`src/design/refcounted_charge_cache_core_macros.svh`:
```
// Assertion macros used by the charge cache top level.
`ifndef REFCOUNTED_CHARGE_CACHE_CORE_MACROS_SVH
`define REFCOUNTED_CHARGE_CACHE_CORE_MACROS_SVH

// Same-cycle implication, checked outside reset.
`define RCC_ASSERT_NOW(lbl, ante, cons) \
  lbl: assert property (@(posedge clk) disable iff (!rst_n) (ante) |-> (cons)) \
    else $error("same-cycle check failed");

// Next-cycle implication, checked outside reset.
`define RCC_ASSERT_NEXT(lbl, ante, cons) \
  lbl: assert property (@(posedge clk) disable iff (!rst_n) (ante) |=> (cons)) \
    else $error("next-cycle check failed");

`endif

```
`src/design/rcc_pkg.sv`:
```
// Package with types, sizes and codes of the charge cache.
`timescale 1ns / 1ps
package rcc_pkg;

  localparam int ENTRIES  = 32;
  localparam int IDX_W    = $clog2(ENTRIES);
  localparam int PTR_W    = IDX_W + 1;
  localparam int CNT_W    = IDX_W + 1;
  localparam int KEY_BITS = 64;
  localparam int USAGE_W  = 21;
  localparam int REFS_W   = 6;

  localparam logic [PTR_W-1:0]   NIL       = PTR_W'(ENTRIES);
  localparam logic [REFS_W-1:0]  REFS_MAX  = '1;
  localparam logic [USAGE_W-1:0] USAGE_MAX = '1;

  localparam logic [2:0] ACT_INSERT  = 3'd0;
  localparam logic [2:0] ACT_LOOKUP  = 3'd1;
  localparam logic [2:0] ACT_RELEASE = 3'd2;
  localparam logic [2:0] ACT_ERASE   = 3'd3;
  localparam logic [2:0] ACT_PRUNE   = 3'd4;

  localparam logic [1:0] ST_OK         = 2'd0;
  localparam logic [1:0] ST_MISS       = 2'd1;
  localparam logic [1:0] ST_NO_SLOT    = 2'd2;
  localparam logic [1:0] ST_BAD_HANDLE = 2'd3;

  typedef enum logic [2:0] {
    OP_INSERT, OP_LOOKUP, OP_RELEASE, OP_ERASE, OP_PRUNE, OP_QUERY
  } op_t;

  typedef enum logic [2:0] {
    B_IDLE, B_SCAN, B_EXEC, B_DROP_OLD, B_EVICT, B_EMIT
  } back_state_t;

  typedef struct packed {
    logic [2:0]          action;
    logic [KEY_BITS-1:0] key;
    logic [31:0]         key_hash;
    logic [31:0]         value;
    logic [15:0]         charge;
    logic [4:0]          handle;
  } in_item_t;

  typedef struct packed {
    logic [1:0]          status;
    logic                is_free_notice;
    logic [4:0]          out_handle;
    logic [31:0]         out_value;
    logic [KEY_BITS-1:0] out_key;
    logic [USAGE_W-1:0]  usage;
    logic                last;
  } out_item_t;

  typedef struct packed {
    op_t                 op;
    logic [KEY_BITS-1:0] key;
    logic [31:0]         key_hash;
    logic [31:0]         value;
    logic [15:0]         charge;
    logic [4:0]          handle;
  } cmd_t;

endpackage

```
`src/design/rcc_front.sv`:
```
// Front end: accepts input beats, decodes the action and queues commands.
`timescale 1ns / 1ps
module rcc_front
  import rcc_pkg::*;
(
  input  logic     clk,
  input  logic     rst_n,
  input  logic     in_valid,
  output logic     in_ready,
  input  in_item_t in_data,
  output logic     q_valid,
  output cmd_t     q_cmd,
  input  logic     q_pop
);

  cmd_t       fifo_r [2];
  logic       wr_ptr_r, rd_ptr_r;
  logic [1:0] cnt_r;
  cmd_t       cmd_in;
  logic       push;

  always_comb begin
    cmd_in.key      = in_data.key;
    cmd_in.key_hash = in_data.key_hash;
    cmd_in.value    = in_data.value;
    cmd_in.charge   = in_data.charge;
    cmd_in.handle   = in_data.handle;
    case (in_data.action)
      ACT_INSERT:  cmd_in.op = OP_INSERT;
      ACT_LOOKUP:  cmd_in.op = OP_LOOKUP;
      ACT_RELEASE: cmd_in.op = OP_RELEASE;
      ACT_ERASE:   cmd_in.op = OP_ERASE;
      ACT_PRUNE:   cmd_in.op = OP_PRUNE;
      default:     cmd_in.op = OP_QUERY;
    endcase
  end

  assign in_ready = (cnt_r != 2'd2);
  assign push     = in_valid && in_ready;
  assign q_valid  = (cnt_r != 2'd0);
  assign q_cmd    = fifo_r[rd_ptr_r];

  always_ff @(posedge clk) begin
    if (!rst_n) begin
      wr_ptr_r <= 1'b0;
      rd_ptr_r <= 1'b0;
      cnt_r    <= 2'd0;
    end else begin
      if (push) wr_ptr_r <= !wr_ptr_r;
      if (q_pop) rd_ptr_r <= !rd_ptr_r;
      cnt_r <= cnt_r + {1'b0, push} - {1'b0, q_pop};
    end
  end

  always_ff @(posedge clk) begin
    if (push) fifo_r[wr_ptr_r] <= cmd_in;
  end

endmodule

```
`config.mk`:
```
export PLATFORM = sky130hd
export DESIGN_NAME = rcc_front
export DESIGN_NICKNAME = d
export VERILOG_FILES = /design/src/design/refcounted_charge_cache_core_macros.svh /design/src/design/rcc_pkg.sv /design/src/design/rcc_front.sv
export SDC_FILE = /design/constraint.sdc
export NUM_CORES = 1
export LEC_CHECK = 0
export ABC_AREA = 1
export BUFFER_PORTS_ARGS = -buffer_cell sky130_fd_sc_hd__clkbuf_2
export CAP_MARGIN = 10
export CORE_AREA = 2 2 150 152
export CTS_BUF_LIST = sky130_fd_sc_hd__clkbuf_4
export DETAILED_ROUTE_END_ITERATION = 7
export DIE_AREA = 0 0 152 154
export PLACE_DENSITY = 0.91
export SYNTH_ARGS = -nofsm -noshare
export SYNTH_HDL_FRONTEND = slang
export SYNTH_SLANG_ARGS = --single-unit
```
`constraint.sdc`:
```
create_clock -name clk -period 13.7 [get_ports clk]
set_input_delay 3.425 -clock clk [delete_from_list [all_inputs] [get_ports clk]]
set_output_delay 3.425 -clock clk [all_outputs]
set_load 0.01 [all_outputs]
```
# Word level (Yosys, flattened, before mapping)
# Memories as Yosys holds them, arrays and structs flattened. A register that Yosys moved wholly into a read port is not among the register bits.
# Index checks and enable logic that the tools add are counted.
totals:
  ff_bits: 4
  ramBits: 304
  in_bits: 156
  output_inout_bits: 154
  elab_cells: 21
  n_memories: 1
memory_table:
  columns: ["name", "depth", "word_bits", "read_ports", "rd_ports_with_merged_regs", "write_ports", "line_no", "text"]
  rows:
  - ["fifo_r", 2, 152, 1, 1, 1, "rcc_front.sv:16", "cmd_t fifo_r [2];"]
op_classes:
  n_addsub: 2
  eq_ne: 5
  mux: 5
  reduce_logical: 5
op_table:
  columns: ["op", "n"]
  rows:
  - ["$pmux W3 S5", 1]
  - ["$eq A3 B2 Y1 const B", 2]
  - ["$mux W1", 4]
  - ["$eq A3 B1 Y1 const B", 1]
  - ["$eq A3 B3 Y1 const B", 1]
  - ["$logic_not A3 Y1", 1]
  - ["$add A2 B1 Y2", 1]
  - ["$logic_not A1 Y1", 2]
  - ["$ne A2 B2 Y1 const B", 1]
  - ["$reduce_bool A2 Y1", 1]
  - ["$sub A2 B1 Y2", 1]
  - ["$logic_and A1 B1 Y1", 1]

# Depth between registers and ports, before layout
depth:
  word_depth: 4
  depth_mapped: 11
  ltp_nobuf: 11

# Worst setup path after synthesis
# Ideal clock, no wire load.
synth_timing:
  kind: "input to register"
  startpoint: "input port in_valid"
  endpoint: "memory fifo_r[1][0] (netlist name), enable pin"
  setup_ns: 0.668
  t_arrival_ns: 9.895
  t_required_ns: 13.032
  path_slack_ns: 3.137
  stages: 2
  path_buffers: 0
  path_cell_list: "nand2_1 -> nor2_1"
synth_via:
  elab_chain_len: 3
synth_rtl:
  columns: ["element", "line_no", "text"]
  rows:
  - ["from (decl)", "rcc_front.sv:8", "input logic in_valid,"]
  - ["$logic_and A1 B1 Y1", "rcc_front.sv:39", "assign push = in_valid && in_ready;"]
  - ["$mux W1", "rcc_front.sv:56", "if (push) fifo_r[wr_ptr_r] <= cmd_in;"]
  - ["$mux W1 (implied by the code)", "rcc_front.sv:56", null]
  - ["to (decl)", "rcc_front.sv:16", null]
# Every way passes these cells.

==> impl_metrics.tcl <==
set metrics [dict create \
    nets 1041 \
    startpoint_type "register" \
    cp_max_fo 63 \
    p_leak_uw 0.00575 \
    ctsLongestPathBuffers 3 \
    routed_via_density 5.00 \
    nFillCells 1463 \
    ys_warn_count 0 \
    vias 6113 \
    drtPass1Iterations 4 \
    die_y_um 154 \
    grt_max_degree 83 \
    pwr-share-clk_pct 34.7 \
    finalCriticalPeriod_ns 6.17 \
    slew_headroom_pct 27.4 \
    layout-drive-gt1-share_pct 62.2 \
    first_iter_violations 333 \
    wl_um 21500 \
    syn_avg_cell_area_sq_um 22.7 \
    place.gp.congestion 0.752 \
    final-setup-viol-count 0 \
    synth.distinct_cells 16 \
    power.internal_uw 1700 \
    fin_crit_sh_pct 45.0 \
    tns_ns 0 \
    synth_seq_cells 309 \
    holdWs_ns 0.543 \
    finalPower_uw 2210 \
    synth.cell_area_sq_um 11500 \
    die_area_sq_um 23400 \
    clock_latency_ns 0.66 \
    worst_slew_pin_slew_ns 1.09 \
    path_clk_slew_ns 0.06 \
    syn_inst 509 \
    grt_pass1_vias 6650 \
    num_rows 54 \
    cts_num_sinks 309 \
    grt_first_pass_wirelength_um 33100 \
    synth-seq-area-share_pct 80.0 \
    cp.required_ns 10.27 \
    ir_drop_v 0.000112 \
    p_comb_share_pct 13.1 \
    cts_resized 0 \
    p_per_area_nw_per_um2 154 \
    final_hold_viol_count 0 \
    track_usage_pct 18.2 \
    num_antenna_cells 0 \
    switching_power_uw 514 \
    io_pins 310 \
    fmaxAchievable_mhz 162 \
    cts-hold-fix-buffers 0 \
    syn-num-nets 666 \
    cts-root-buf "clkbuf_4" \
    dpl.hpwl_um 14000 \
    crit_path_end_kind "output pin" \
    final_area_sq_um 14400 \
    crit_arrival_ns 2.75 \
    antenna_found_initial 0 \
    io_buffers 309 \
    die_x_um 152 \
    hp-class "reg -> reg" \
    coreArea_sq_um 21700 \
    status "finished, final reports clean" \
    drc_errors 0 \
    htree_levels 3 \
    cts_buffers 76 \
    cts_tree "built" \
    rsz0062_at_grt "false" \
    placedInstanceArea_sq_um 13300 \
    start_util_pct 53.2 \
    slew_violations 0 \
    regToRegSetupSlack_ns 10.49 \
    swShare_pct 23.2 \
    p_seq_share_pct 52.2 \
    area_growth_pct 24.5 \
    ant_nets 0 \
    final.setup_skew_ns 0.0344 \
    wl_per_cell_um 17.5 \
    cts_setup_buffers 0 \
    grt_overflow 0 \
    cap_viol_max_count 0 \
    crit_type "reg -> out" \
]
-- registers in the layout (all words and copies together), names as in the netlist, named ones only --
name and count:
fifo_r 304, cnt_r 2, rd_ptr_r 1, wr_ptr_r 1
-- per-layer routing --
layer | share of wire, % | vias to the layer above | track usage (%)
met2 | 52 | 297 | 31.5
li1 | - | 2820 | -
met3 | 8.1 | 61 | 6.37
met1 | 36 | 2935 | 19.6
met4 | 3.7 | 0 | 9.88
met5 | 0 | - | 0
-- critical path, stage by stage, from the launching register on --
cell	delay (ns)
dfxtp_4	0.63
buf_4	0.87
mux2_2	0.43
clkbuf_2	0.13
-- path summary, 6_finish.rpt --
check | start | cells past startpoint | end
setup / recovery | register | 3 | q_cmd[9]
hold / removal | rd_ptr_r$_SDFFE_PN0P_ | 2 | rd_ptr_r$_SDFFE_PN0P_
setup reg to reg | cnt_r[0]$_SDFF_PN0_ | 6 | fifo_r[0][69]$_DFFE_PP_
hold reg to reg | rd_ptr_r$_SDFFE_PN0P_ | 2 | rd_ptr_r$_SDFFE_PN0P_
-- placed cells by master (no fill, tap or decap) --
cell type / count
clkbuf_2: 309
edfxtp_1: 304
clkbuf_4: 111
mux2_4: 80
mux2_2: 72
clkinv_1: 20
nand2_1: 9
inv_1: 8
buf_4: 6
dfxtp_1: 4
nor2_1: 3
bufinv_16: 3
xnor2_1: 2
nor2_4: 2
a21oi_1: 2
clkinv_2: 2
a21o_1: 1
nor3_1: 1
nand3_1: 1
ha_1: 1
dfxtp_4: 1
inv_2: 1
-- power groups by stage --
stage               Combinational, uW  Clock [uW]  Sequential [uW]
floorplan                         181           0             1180
global placement                  286           0             1170
detailed placement                292           0             1170
CTS                               294         793             1150
global route                      311         841             1160
finish                            290         766             1150
-- layout make-up --
class                   instances  area (sq um)  share of cell area [%]
clock inverters                26           179                    1.25
inverters                       8          30.0                   0.209
repair buffers                315          1590                    11.1
multi-input cells             174          2140                    14.9
flip-flops and latches        309          9230                    64.3
well taps                     280           350                    2.44
clock buffers                 111           833                    5.81
-- cells by family after synthesis --
kind of cell | Yosys count | synth area share, %
muxes | 152 | 17.4
and+or+nand+nor | 16 | 0.542
DFF | 309 | 80.0
xor gates and xnor gates | 2 | 0.152
buffers and inverters | 26 | 1.57
AOI/OAI and AO/OA | 3 | 0.152
adders and majority gates | 1 | 0.108
-- per-stage QoR --
step / setup WS (ns) / utilization [%] / instances
after floorplan: 3.14 / - / 509
after global placement: 7.54 / 61.5 / 1086
after detailed placement: 7.50 / 61.5 / 1086
after CTS: 7.45 / 66.2 / 1223
after global routing: 7.32 / 66.2 / 1223
final: 7.53 / 66.2 / 1223
-- cell usage after synthesis (all sizes together) --
| cell | instances | area [sq um] |
|---|---|---|
| a21oi | 2 | 10.0 |
| buf | 17 | 148 |
| ha | 1 | 12.5 |
| inv | 8 | 30.0 |
| nor2 | 5 | 18.8 |
| clkbuf | 1 | 3.75 |
| edfxtp | 304 | 9130 |
| nor3 | 1 | 5.00 |
| nand2 | 9 | 33.8 |
| mux2 | 152 | 2010 |
| dfxtp | 5 | 100 |
| nand3 | 1 | 5.00 |
| xnor2 | 2 | 17.5 |
| a21o | 1 | 7.51 |
No activity file was read; power rests on OpenSTA's default activity.
